==> config.mk <==
export PLATFORM = sky130hd
export DESIGN_NAME = audio_agc
export DESIGN_NICKNAME = d
export VERILOG_FILES = /design/src/sv/agc_pkg.sv /design/src/sv/audio_agc.sv /design/src/sv/agc_div.sv
export SDC_FILE = /design/constraint.sdc
export NUM_CORES = 2
export LEC_CHECK = 0
export ABC_CLOCK_PERIOD_IN_PS = 9670
export BUFFER_PORTS_ARGS = -buffer_cell sky130_fd_sc_hd__buf_2
export CORE_UTILIZATION = 50
export CTS_CLUSTER_SIZE = 14
export DETAILED_ROUTE_END_ITERATION = 10
export PLACE_DENSITY = 0.66
export SLEW_MARGIN = 25
export SYNTH_ARGS = -nofsm -noshare
export SYNTH_HDL_FRONTEND = slang
export SYNTH_SLANG_ARGS = --single-unit
==> constraint.sdc <==
create_clock -name clk -period 9.67 [get_ports clk]
set_clock_uncertainty 0.2 [all_clocks]
set_input_delay 1.934 -clock clk [delete_from_list [all_inputs] [get_ports clk]]
set_output_delay 1.934 -clock clk [all_outputs]
set_load 0.02 [all_outputs]
==> src/sv/agc_pkg.sv <==
// Shared widths, constants, register indexes and sequencer states for the audio AGC.
package agc_pkg;

  localparam int SAMPLE_W  = 16;
  localparam int COEF_W    = 24;
  localparam int ENV_W     = COEF_W;
  localparam int GAIN_W    = 32;
  localparam int TGT_W     = 15;
  localparam int LIMIT_W   = 16;
  localparam int PROD_W    = COEF_W + GAIN_W;
  localparam int QUOT_W    = GAIN_W;
  localparam int CFG_W     = COEF_W;
  localparam int CFG_IDX_W = 3;

  localparam logic [ENV_W-1:0]  ENV_FLOOR = ENV_W'(((64'd1 << (ENV_W - 1)) + 64'd5000) / 64'd10000);
  localparam logic [ENV_W-1:0]  ENV_ONE   = ENV_W'(64'd1 << (ENV_W - 1));
  localparam logic [GAIN_W-1:0] GAIN_ONE  = GAIN_W'(64'd1 << COEF_W);
  localparam logic [PROD_W-1:0] ROUND_HALF = PROD_W'(64'd1 << (COEF_W - 1));

  localparam logic               RST_ENABLE  = 1'b1;
  localparam logic [COEF_W-1:0]  RST_ATTACK  = COEF_W'(345600);
  localparam logic [COEF_W-1:0]  RST_RELEASE = COEF_W'(1748);
  localparam logic [TGT_W-1:0]   RST_TARGET  = TGT_W'(16384);
  localparam logic [LIMIT_W-1:0] RST_LIMIT   = LIMIT_W'(2560);

  localparam logic [CFG_IDX_W-1:0] REG_ENABLE  = 3'd0;
  localparam logic [CFG_IDX_W-1:0] REG_ATTACK  = 3'd1;
  localparam logic [CFG_IDX_W-1:0] REG_RELEASE = 3'd2;
  localparam logic [CFG_IDX_W-1:0] REG_TARGET  = 3'd3;
  localparam logic [CFG_IDX_W-1:0] REG_LIMIT   = 3'd4;

  typedef enum logic [3:0] {
    S_IDLE,
    S_ENV_DIFF,
    S_ENV_MUL,
    S_ENV_UPD,
    S_DIV_START,
    S_DIV_WAIT,
    S_GAIN_DIFF,
    S_GAIN_MUL,
    S_GAIN_UPD,
    S_OUT_MUL,
    S_OUT
  } agc_state_t;

endpackage

==> src/sv/audio_agc.sv <==
// Audio AGC top level: attack/release envelope, divided target gain, smoothed gain, output scale.
//
//  port group  dir  beat contents
//  in_*        in   in_tdata[15:0] sample_in
//  out_*       out  out_tdata[15:0] sample_out, [31:16] gain_now
//  cfg_*       in   cfg_index register index, cfg_data value (low bits used)
//
//  An enabled sample waits on the 32-step divider between input beats, except when the quotient
//  would reach 2^32 and the divide is skipped.
//  One 24x32 multiplier serves the envelope, gain and output products in turn.
//  A disabled sample goes from the idle state straight to the output state. Reset is synchronous and active low.
//  A finished beat waits in the output register while the next sample is taken;
//  the sequencer stalls in its last state only when that register is still full.
module audio_agc (
  input  logic                            clk,
  input  logic                            rst_n,
  input  logic                            in_tvalid,
  output logic                            in_tready,
  input  logic [15:0]                     in_tdata,   // [15:0] sample_in
  output logic                            out_tvalid,
  input  logic                            out_tready,
  output logic [31:0]                     out_tdata,  // [15:0] sample_out, [31:16] gain_now
  input  logic                            cfg_valid,
  output logic                            cfg_ready,
  input  logic [agc_pkg::CFG_IDX_W-1:0]   cfg_index,
  input  logic [agc_pkg::CFG_W-1:0]       cfg_data
);
  import agc_pkg::*;

  // configuration
  logic                enable_r;
  logic [COEF_W-1:0]   attack_r;
  logic [COEF_W-1:0]   release_r;
  logic [TGT_W-1:0]    target_r;
  logic [LIMIT_W-1:0]  limit_r;

  // sequencer and datapath
  agc_state_t          state_r, state_nxt;
  logic [ENV_W-1:0]    env_r, env_nxt;
  logic [GAIN_W-1:0]   gain_r, gain_nxt;
  logic [GAIN_W-1:0]   diff_r, diff_nxt;
  logic [COEF_W-1:0]   coeff_r, coeff_nxt;
  logic                up_r, up_nxt;
  logic [PROD_W-1:0]   prod_r, prod_nxt;
  logic [GAIN_W-1:0]   desired_r, desired_nxt;
  logic [SAMPLE_W-1:0] mag_r, mag_nxt;
  logic [SAMPLE_W-1:0] sample_r, sample_nxt;
  logic                neg_r, neg_nxt;
  logic                bypass_r, bypass_nxt;
  logic                out_valid_r, out_valid_nxt;
  logic [31:0]         out_data_r, out_data_nxt;

  logic                in_beat;
  logic [ENV_W-1:0]    mag_env;
  logic [ENV_W-1:0]    env_clamped;
  logic [ENV_W-1:0]    tgt_env;
  logic [GAIN_W-1:0]   limit_q;
  logic [COEF_W-1:0]   mul_a;
  logic [GAIN_W-1:0]   mul_b;
  logic [PROD_W-1:0]   rounded;
  logic [GAIN_W-1:0]   step;
  logic [SAMPLE_W-1:0] sat_val;
  logic                div_start;
  logic                div_done;
  logic [QUOT_W-1:0]   div_quot;

  assign cfg_ready = 1'b1;

  always_ff @(posedge clk) begin
    if (!rst_n) begin
      enable_r  <= RST_ENABLE;
      attack_r  <= RST_ATTACK;
      release_r <= RST_RELEASE;
      target_r  <= RST_TARGET;
      limit_r   <= RST_LIMIT;
    end else if (cfg_valid) begin
      unique case (cfg_index)
        REG_ENABLE:  enable_r  <= cfg_data[0];
        REG_ATTACK:  attack_r  <= cfg_data[COEF_W-1:0];
        REG_RELEASE: release_r <= cfg_data[COEF_W-1:0];
        REG_TARGET:  target_r  <= cfg_data[TGT_W-1:0];
        REG_LIMIT:   limit_r   <= cfg_data[LIMIT_W-1:0];
        default: ;
      endcase
    end
  end

  assign in_tready = (state_r == S_IDLE);
  assign in_beat   = in_tvalid && in_tready;

  assign mag_env     = {mag_r, {(ENV_W-SAMPLE_W){1'b0}}};
  assign env_clamped = (env_r > ENV_FLOOR) ? env_r : ENV_FLOOR;
  assign tgt_env     = {1'b0, target_r, {(ENV_W-TGT_W-1){1'b0}}};
  assign limit_q     = {limit_r, {(GAIN_W-LIMIT_W){1'b0}}};

  // shared multiplier: coefficient times distance, or magnitude times gain
  assign mul_a = (state_r == S_OUT_MUL) ? COEF_W'(mag_r) : coeff_r;
  assign mul_b = (state_r == S_OUT_MUL) ? gain_r : diff_r;

  assign rounded = prod_r + ROUND_HALF;
  assign step    = rounded[PROD_W-1:COEF_W];

  always_comb begin
    if (neg_r) begin
      sat_val = (step > GAIN_W'(32768)) ? 16'h8000 : SAMPLE_W'(-step);
    end else begin
      sat_val = (step > GAIN_W'(32767)) ? 16'h7FFF : step[SAMPLE_W-1:0];
    end
  end

  agc_div u_div (
    .clk   (clk),
    .rst_n (rst_n),
    .start (div_start),
    .num   (tgt_env),
    .den   (env_clamped),
    .done  (div_done),
    .quot  (div_quot)
  );

  always_comb begin
    state_nxt     = state_r;
    env_nxt       = env_r;
    gain_nxt      = gain_r;
    diff_nxt      = diff_r;
    coeff_nxt     = coeff_r;
    up_nxt        = up_r;
    prod_nxt      = prod_r;
    desired_nxt   = desired_r;
    mag_nxt       = mag_r;
    sample_nxt    = sample_r;
    neg_nxt       = neg_r;
    bypass_nxt    = bypass_r;
    out_valid_nxt = out_valid_r;
    out_data_nxt  = out_data_r;
    div_start     = 1'b0;

    if (out_valid_r && out_tready) out_valid_nxt = 1'b0;

    unique case (state_r)
      S_IDLE: begin
        if (in_beat) begin
          sample_nxt = in_tdata;
          neg_nxt    = in_tdata[SAMPLE_W-1];
          mag_nxt    = in_tdata[SAMPLE_W-1] ? SAMPLE_W'(-in_tdata) : in_tdata;
          bypass_nxt = !enable_r;
          state_nxt  = enable_r ? S_ENV_DIFF : S_OUT;
        end
      end
      S_ENV_DIFF: begin
        up_nxt    = (mag_env >= env_r);
        coeff_nxt = (mag_env > env_r) ? attack_r : release_r;
        diff_nxt  = (mag_env >= env_r) ? GAIN_W'(mag_env - env_r) : GAIN_W'(env_r - mag_env);
        state_nxt = S_ENV_MUL;
      end
      S_ENV_MUL: begin
        prod_nxt  = PROD_W'(mul_a) * PROD_W'(mul_b);
        state_nxt = S_ENV_UPD;
      end
      S_ENV_UPD: begin
        env_nxt   = up_r ? env_r + step[ENV_W-1:0] : env_r - step[ENV_W-1:0];
        state_nxt = S_DIV_START;
      end
      S_DIV_START: begin
        // quotient of 2^32 or more is above any limit: skip the divide
        if ({8'b0, tgt_env} >= {env_clamped, 8'b0}) begin
          desired_nxt = limit_q;
          state_nxt   = S_GAIN_DIFF;
        end else begin
          div_start = 1'b1;
          state_nxt = S_DIV_WAIT;
        end
      end
      S_DIV_WAIT: begin
        if (div_done) begin
          desired_nxt = (div_quot > limit_q) ? limit_q : div_quot;
          state_nxt   = S_GAIN_DIFF;
        end
      end
      S_GAIN_DIFF: begin
        up_nxt    = (desired_r >= gain_r);
        coeff_nxt = release_r;
        diff_nxt  = (desired_r >= gain_r) ? desired_r - gain_r : gain_r - desired_r;
        state_nxt = S_GAIN_MUL;
      end
      S_GAIN_MUL: begin
        prod_nxt  = PROD_W'(mul_a) * PROD_W'(mul_b);
        state_nxt = S_GAIN_UPD;
      end
      S_GAIN_UPD: begin
        gain_nxt  = up_r ? gain_r + step : gain_r - step;
        state_nxt = S_OUT_MUL;
      end
      S_OUT_MUL: begin
        prod_nxt  = PROD_W'(mul_a) * PROD_W'(mul_b);
        state_nxt = S_OUT;
      end
      S_OUT: begin
        // hold until the output register is free
        if (!out_valid_r || out_tready) begin
          out_valid_nxt = 1'b1;
          out_data_nxt  = {gain_r[GAIN_W-1:GAIN_W-16], bypass_r ? sample_r : sat_val};
          state_nxt     = S_IDLE;
        end
      end
      default: state_nxt = S_IDLE;
    endcase
  end

  always_ff @(posedge clk) begin
    if (!rst_n) begin
      state_r     <= S_IDLE;
      out_valid_r <= 1'b0;
      env_r       <= '0;
      gain_r      <= GAIN_ONE;
    end else begin
      state_r     <= state_nxt;
      out_valid_r <= out_valid_nxt;
      env_r       <= env_nxt;
      gain_r      <= gain_nxt;
    end
  end

  always_ff @(posedge clk) begin
    diff_r     <= diff_nxt;
    coeff_r    <= coeff_nxt;
    up_r       <= up_nxt;
    prod_r     <= prod_nxt;
    desired_r  <= desired_nxt;
    mag_r      <= mag_nxt;
    sample_r   <= sample_nxt;
    neg_r      <= neg_nxt;
    bypass_r   <= bypass_nxt;
    out_data_r <= out_data_nxt;
  end

  assign out_tvalid = out_valid_r;
  assign out_tdata  = out_data_r;

  a_env_range: assert property (@(posedge clk) disable iff (!rst_n) env_r <= ENV_ONE)
    else $error("envelope above full scale");
  a_desired_cap: assert property (@(posedge clk) disable iff (!rst_n)
      state_r == S_GAIN_DIFF |-> desired_r <= limit_q)
    else $error("desired gain above limit");
  a_div_done_wait: assert property (@(posedge clk) disable iff (!rst_n)
      div_done |-> state_r == S_DIV_WAIT)
    else $error("divider finished outside its wait state");
  a_out_load: assert property (@(posedge clk) disable iff (!rst_n)
      $rose(out_valid_r) |-> $past(state_r) == S_OUT)
    else $error("output beat raised outside the output state");
  a_bypass_state: assert property (@(posedge clk) disable iff (!rst_n)
      in_beat && !enable_r |=> state_r == S_OUT)
    else $error("disabled sample entered the gain path");

endmodule

==> src/sv/agc_div.sv <==
// Restoring divider, one quotient bit a cycle: quot = floor((num << 24) / den).
module agc_div (
  input  logic                          clk,
  input  logic                          rst_n,
  input  logic                          start,
  input  logic [agc_pkg::ENV_W-1:0]     num,
  input  logic [agc_pkg::ENV_W-1:0]     den,
  output logic                          done,
  output logic [agc_pkg::QUOT_W-1:0]    quot
);
  import agc_pkg::*;

  localparam int CNT_W = $clog2(QUOT_W);
  localparam int LO_W  = ENV_W + QUOT_W - ENV_W; // low dividend bits still to shift in

  logic                busy_r;
  logic                done_r;
  logic [CNT_W-1:0]    cnt_r;
  logic [ENV_W-1:0]    rem_r;
  logic [ENV_W-1:0]    den_r;
  logic [LO_W-1:0]     nlo_r;
  logic [QUOT_W-1:0]   quot_r;

  logic [ENV_W:0]      rem_sh;
  logic [ENV_W+1:0]    trial;
  logic                qbit;
  logic [ENV_W-1:0]    rem_nxt;

  // Caller guarantees the quotient fits, so the top dividend bits are below den.
  always_comb begin
    rem_sh  = {rem_r, nlo_r[LO_W-1]};
    trial   = {1'b0, rem_sh} - {2'b0, den_r};
    qbit    = ~trial[ENV_W+1];
    rem_nxt = qbit ? trial[ENV_W-1:0] : rem_sh[ENV_W-1:0];
  end

  always_ff @(posedge clk) begin
    if (!rst_n) begin
      busy_r <= 1'b0;
      done_r <= 1'b0;
      cnt_r  <= '0;
    end else begin
      done_r <= 1'b0;
      if (start) begin
        busy_r <= 1'b1;
        cnt_r  <= CNT_W'(QUOT_W - 1);
      end else if (busy_r) begin
        cnt_r <= cnt_r - CNT_W'(1);
        if (cnt_r == '0) begin
          busy_r <= 1'b0;
          done_r <= 1'b1;
        end
      end
    end
  end

  always_ff @(posedge clk) begin
    if (start) begin
      rem_r  <= ENV_W'(num[ENV_W-1:8]);
      nlo_r  <= {num[7:0], {(LO_W-8){1'b0}}};
      den_r  <= den;
      quot_r <= '0;
    end else if (busy_r) begin
      rem_r  <= rem_nxt;
      nlo_r  <= {nlo_r[LO_W-2:0], 1'b0};
      quot_r <= {quot_r[QUOT_W-2:0], qbit};
    end
  end

  assign done = done_r;
  assign quot = quot_r;

  a_start_idle: assert property (@(posedge clk) disable iff (!rst_n) start |-> !busy_r)
    else $error("divider restarted while busy");
  a_done_once: assert property (@(posedge clk) disable iff (!rst_n) done_r |=> !done_r)
    else $error("divider done held for two cycles");

endmodule

## Word level (Yosys, flattened, before mapping)

Cells that the tools add are included.

- Register bits: 439
- Bits in latches: 0
- Bits in writable memories: 0
- Bits in read-only memories: 0
- Output and inout port bits: 35
- Logic and storage cells: 132
- Memories: 0

- Add/subtract/negate cells: 13
- Multiply operators: 1
- Divide/modulo/power cells: 0
- $lt $le $gt $ge: 8
- Eq/ne operators: 18
- Shift-type cells: 0
- Mux-type cells: 40
- Bitwise logic cells: 3
- Reduce and logical (&&, ||, !) cells: 22

Operator list:

| kind | number |
|---|---|
| 32-bit 2-to-1 mux | 7 |
| 32-bit one-hot mux with 2 select lines | 2 |
| 24-bit 2-to-1 mux | 5 |
| 32-bit subtractor | 3 |
| 16-bit 2-to-1 mux | 4 |
| 56-bit by 24-bit adder with 56-bit output (second input constant) | 1 |
| 24-bit by 32-bit multiplier with 56-bit output | 1 |
| 24-bit by 24-bit subtractor with 25-bit output | 2 |
| 24-bit one-hot mux with 2 select lines | 1 |
| 15-bit 2-to-1 mux | 3 |
| 4-bit one-hot mux with 11 select lines | 1 |
| 32-bit adder | 1 |
| 23-bit by 32-bit >= comparator with 1-bit output | 1 |
| 32-bit >= comparator | 1 |
| 32-bit by 15-bit > comparator with 1-bit output (second input constant) | 1 |
| 32-bit by 16-bit > comparator with 1-bit output (second input constant) | 1 |
| 32-bit > comparator | 1 |
| 16-bit negation | 2 |
| 25-bit by 24-bit subtractor with 26-bit output | 1 |
| 24-bit adder | 1 |
| 24-bit >= comparator | 1 |
| 24-bit by 10-bit > comparator with 1-bit output (second input constant) | 1 |
| 24-bit > comparator | 1 |
| 24-bit subtractor | 1 |
| 26 further kinds | 61 |

## Logic depth before layout (Yosys ltp)

- Depth in word-level cells: 6
- Depth in mapped cells: 35
- Depth with buffers taken out: 29

## Modules after synthesis

Synthesis repeated with hierarchy kept, for this count alone.

- Cell total of the unflattened synthesis: 5932
- Area total of the unflattened synthesis: 51655.8 sq um

Modules (own cells, without submodules):

| module | instances | cells an instance | area an instance (sq um) | seq. area each (sq um) |
|---|---|---|---|---|
| audio_agc | 1 | 5445 | 46689.8 | 8408.1 |
| agc_div | 1 | 487 | 4966.0 | 2382.3 |

## Worst setup path before layout

Ideal clock, no wire load.

- Path type: register -> register
- Start point: register state_r[2]
- End point: register prod_r[51], data pin
- Library setup time: 0.267 ns
- Data arrival time: 8.237 ns
- Data required time: 9.203 ns
- Slack: 0.966 ns
- Cell stages (with the launch flop): 31
- Path buffers: 4
- Clock period less this slack: 8.704 ns
- Cell sequence: dfxtp_1 > nand4bb_1 > clkbuf_1 > clkbuf_1 > buf_1 > nor2_1 > a21oi_1 > nor2_1 > fa_1 > fa_1 > inv_1 > fa_1 > fa_1 > inv_1 > fa_1 > fa_1 > inv_1 > fa_1 > inv_1 > ha_1 > clkbuf_1 > a21oi_1 > o221ai_1 > and4_1 > a221oi_1 > a211oi_1 > nor3_1 > o21bai_1 > a31o_2 > a21o_1 > xor2_1

- Cells in the longest elaborated chain, start to end: 3
- Elaborated cells on any way between the ends: 4

RTL lines:

| item | line | source |
|---|---|---|
| start: declaration | audio_agc.sv:38 | `agc_state_t state_r, state_nxt;` |
| start signal: assignment | audio_agc.sv:217 | `state_r <= state_nxt;` |
| 4-bit == test (*) | audio_agc.sv:97, audio_agc.sv:98, audio_agc.sv:140 |  |
| 24-bit 2-to-1 mux / 32-bit 2-to-1 mux (equally long branches) | audio_agc.sv:97, audio_agc.sv:98 |  |
| 24-bit by 32-bit multiplier with 56-bit output (*) | audio_agc.sv:157, audio_agc.sv:187, audio_agc.sv:195 |  |
| end signal: assignment | audio_agc.sv:228 | `prod_r <= prod_nxt;` |
| end: declaration | audio_agc.sv:44 | `logic [PROD_W-1:0] prod_r, prod_nxt;` |

Every way passes the cells marked *; elsewhere a longest branch is shown, timed or not.
A chain may end at the register's enable or synchronous reset.

## Worst setup path in the final report

Same ends and word-level chain as after synthesis.

==> out/qor.csv <==
stage,metric,value,unit
synth,Yosys top cell by area,fa_1,
global_route,vias in the first global route,41634,
place,input/output buffers,81,
routing,WL/cell,22.15,um
sta,period utilization,97.16,%
sta,max-slew violations,0,
layout,"commonest non-fill, non-tap cells in the layout","893 x inv_1, 763 x nand2_1, 663 x fa_1",
critical_path,CP peak stage delay,0.55,ns
floorplanning,DIE WIDTH,323.1,um
routing,DRC marker count from the first detailed-route iteration,4070,
synth,Post-Syn Instances,5960,
layout,Layout area overhead,7.250,%
sta,Final Hold Fails,0,
synth,"Distinct cells, synth",87,
layout,Layout Utilization,54.20,%
floorplanning,core area,102000,um^2
synth,adder-cell share of the synthesized area,35.15,%
sta,TNS Setup,0,ns
run_status,outcome,finished clean,
synth,Synth Area in Compound Gates,12.85,%
critical_path,CP endpoint kind,register,
clock_tree,CTS root buf,clkbuf_16,
synth,proportion of synthesized area in mux cells,2.213,%
floorplanning,Initial Util,50.54,%
place,Placed Cells,7232,
clock_tree,clk buf depth,3,
floorplanning,I/O Pins,83,
synth,simple-gate portion of the synthesized area,16.88,%
critical_path,crit path kind,register to register,
synth,Post-synth ARST share,0,%
global_route,pin count of the biggest net entering global routing,117,
routing,Residual DRC,0,
routing,vias per cell,5.761,
worst_hold_path,class of the worst hold path,register to register,
synth,Post-Synth XOR/XNOR Area,3.652,%
critical_path,cell repeated most along the worst path,fa_1,
synth,top-area cell type share of the netlist area,25.74,%
sta,Max Clock Freq,106.4,MHz
layout,"non-filler cells, final",7317,
floorplanning,Die Y,323.1,um
clock_tree,"Clk Latency, worst-skew pair",0.62,ns
critical_path,maximum fanout along the worst path,116,
place,GP Congestion,0.9790,
layout,layout cell share with drive strength beyond 1,6.607,%
synth,combinational family with the most area after synthesis,adder cells,
critical_path,CP arrival,9.51,ns
clock_tree,TritonCTS Sinks,414,
clock_tree,cts hold-fix bufs,0,
sta,crit path time final,9.396,ns
place,HPWL Detailed,131100,um
routing,final wirelength,162000,um
routing,DRT antenna net count,0,
clock_tree,CTS tree,built,
clock_tree,H-Tree Depth,2,
synth,"Avg Cell Area, Syn",8.652,um^2
synth,Synth area leaders,"fa_1 26%, edfxtp_1 13%, ha_1 9.4%, dfxtp_1 7.3%, inv_1 6.5%",
global_route,first-pass GRT wire length,249500,um
layout,"commonest non-fill, non-tap cell in the layout",inv_1,
clock_tree,TritonCTS Buffers,44,
critical_path,CP required,9.78,ns
clock_tree,"Reg clk slew, reported paths",0.07,ns
job,Max Cap Viol,0,
routing,Via Count,42150,
synth,Synth warnings,0,
synth,Syn Std Cell Area,51560,um^2
global_route,Total GRT Usage,31.49,%
critical_path,critical path's slowest cell,fa_1,
floorplanning,Die ar.,104400,um^2
synth,sequential fraction of the synthesis area,20.44,%
synth,ys flop type,edfxtp_1,
sta,final number of setup-violating endpoints,0,
synth,synthesized flop and latch total,414,
routing,First-pass DRT Iterations,6,
floorplanning,# rows,117,
global_route,antenna violations before repair,7,
sta,Tightest Pin Transition,1.005,ns
critical_path,startpoint types,register,
sta,Relative slew margins,32.99,%
layout,Nets,7011,
layout,Filler Cells Inserted,9494,
synth,syn_nets,7059,
sta,RSZ-0062 raised after global routing,no,
global_route,gr ovfl total,0,
synth,"EDFF count, synth",225,
## sequential cells by signal, indices dropped and copies added, names as in the netlist, 5 cells and up
signal / count
prod_r: 33
desired_r: 32
diff_r: 32
gain_r: 32
out_tdata: 32
u_div.quot: 32
attack_r: 24
coeff_r: 24
env_r: 24
release_r: 24
u_div.den_r: 24
u_div.rem_r: 24
limit_r: 16
mag_r: 16
sample_r: 15
target_r: 15
u_div.cnt_r: 5
## logic make-up after synthesis
family / count (synthesis)
other: 1
buffers and inverters: 1201
and+or+nand+nor: 1936
xor gates and xnor gates: 215
adders and majority gates: 1051
muxes: 108
AOI/OAI and AO/OA: 1034
DFF: 414
## critical path: cells and delay by family (launching register included)
kind,cells,cell delay [ns]
buf+inv,9,1.52
flops,1,0.33
fa+ha+maj,8,3.81
simple gates,5,1.23
compound gates,8,1.82
xor+xnor,1,0.14
## path summary, 6_finish.rpt
path | depth (start not counted) | slack, ns | from | endpoint
min | 2 | 0.26 | attack_r[20] | attack_r[20]
min reg2reg | 2 | 0.26 | attack_r[20] | attack_r[20]
max reg2reg | 31 | 0.27 | state_r[2] | prod_r[51]
max | 31 | 0.27 | state_r[2] | prod_r[51]
## repair_timing
item	CTS	global route
cloned	0	0
buffers inserted	0	1
endpoints found under the setup margin	7	12
resized for setup	1	2
## Yosys cell counts, drive strengths merged, types with 72 or more instances
| cell type | n |
|---|---|
| o21ai | 194 |
| inv | 893 |
| and2 | 77 |
| a21boi | 95 |
| xor2 | 72 |
| ha | 388 |
| nand3 | 98 |
| fa | 663 |
| and3 | 131 |
| clkbuf | 277 |
| nor2 | 560 |
| edfxtp | 225 |
| a21oi | 323 |
| dfxtp | 189 |
| nand2 | 763 |
| a21o | 144 |
| xnor2 | 143 |
## per-stage QoR
| step | hold slack (ns) | setup WS (ns) | instance area (um^2) |
|---|---|---|---|
| after floorplan | 0.2351 | 0.9660 | 51560 |
| after global placement | 0.2469 | -0.1252 | 53670 |
| after detailed placement | 0.2526 | -0.1910 | 53680 |
| after CTS | 0.2664 | 0.006612 | 55240 |
| after global routing | 0.2823 | 0.03843 | 55300 |
| final | 0.2625 | 0.2743 | 55300 |
## cell type report
| cell class | count | area [um^2] | share of cell area, % |
|---|---|---|---|
| Inverter | 895 | 3359 | 6.075 |
| Clock inverter | 26 | 339.1 | 0.6131 |
| Timing Repair Buffer | 212 | 1458 | 2.636 |
| Tap cell | 1368 | 1712 | 3.095 |
| Antenna cell | 1 | 2.502 | 0.004525 |
| Sequential cell | 414 | 10540 | 19.06 |
| Clock buffer | 56 | 1217 | 2.201 |
| Multi-Input combinational cell | 4345 | 36670 | 66.31 |
## metal layers
metal / global-route usage, % / up-vias / routed length [um]
met5: 0 / - / 13
met4: 11.47 / 2 / 6631
met3: 5.441 / 314 / 14350
met2: 48.86 / 1779 / 71860
met1: 44.14 / 20784 / 69180
li1: - / 19271 / -
Power is left out: the tool's default activity adds up to more than one toggle a clock period on the data nets, which glitch-free logic cannot reach.
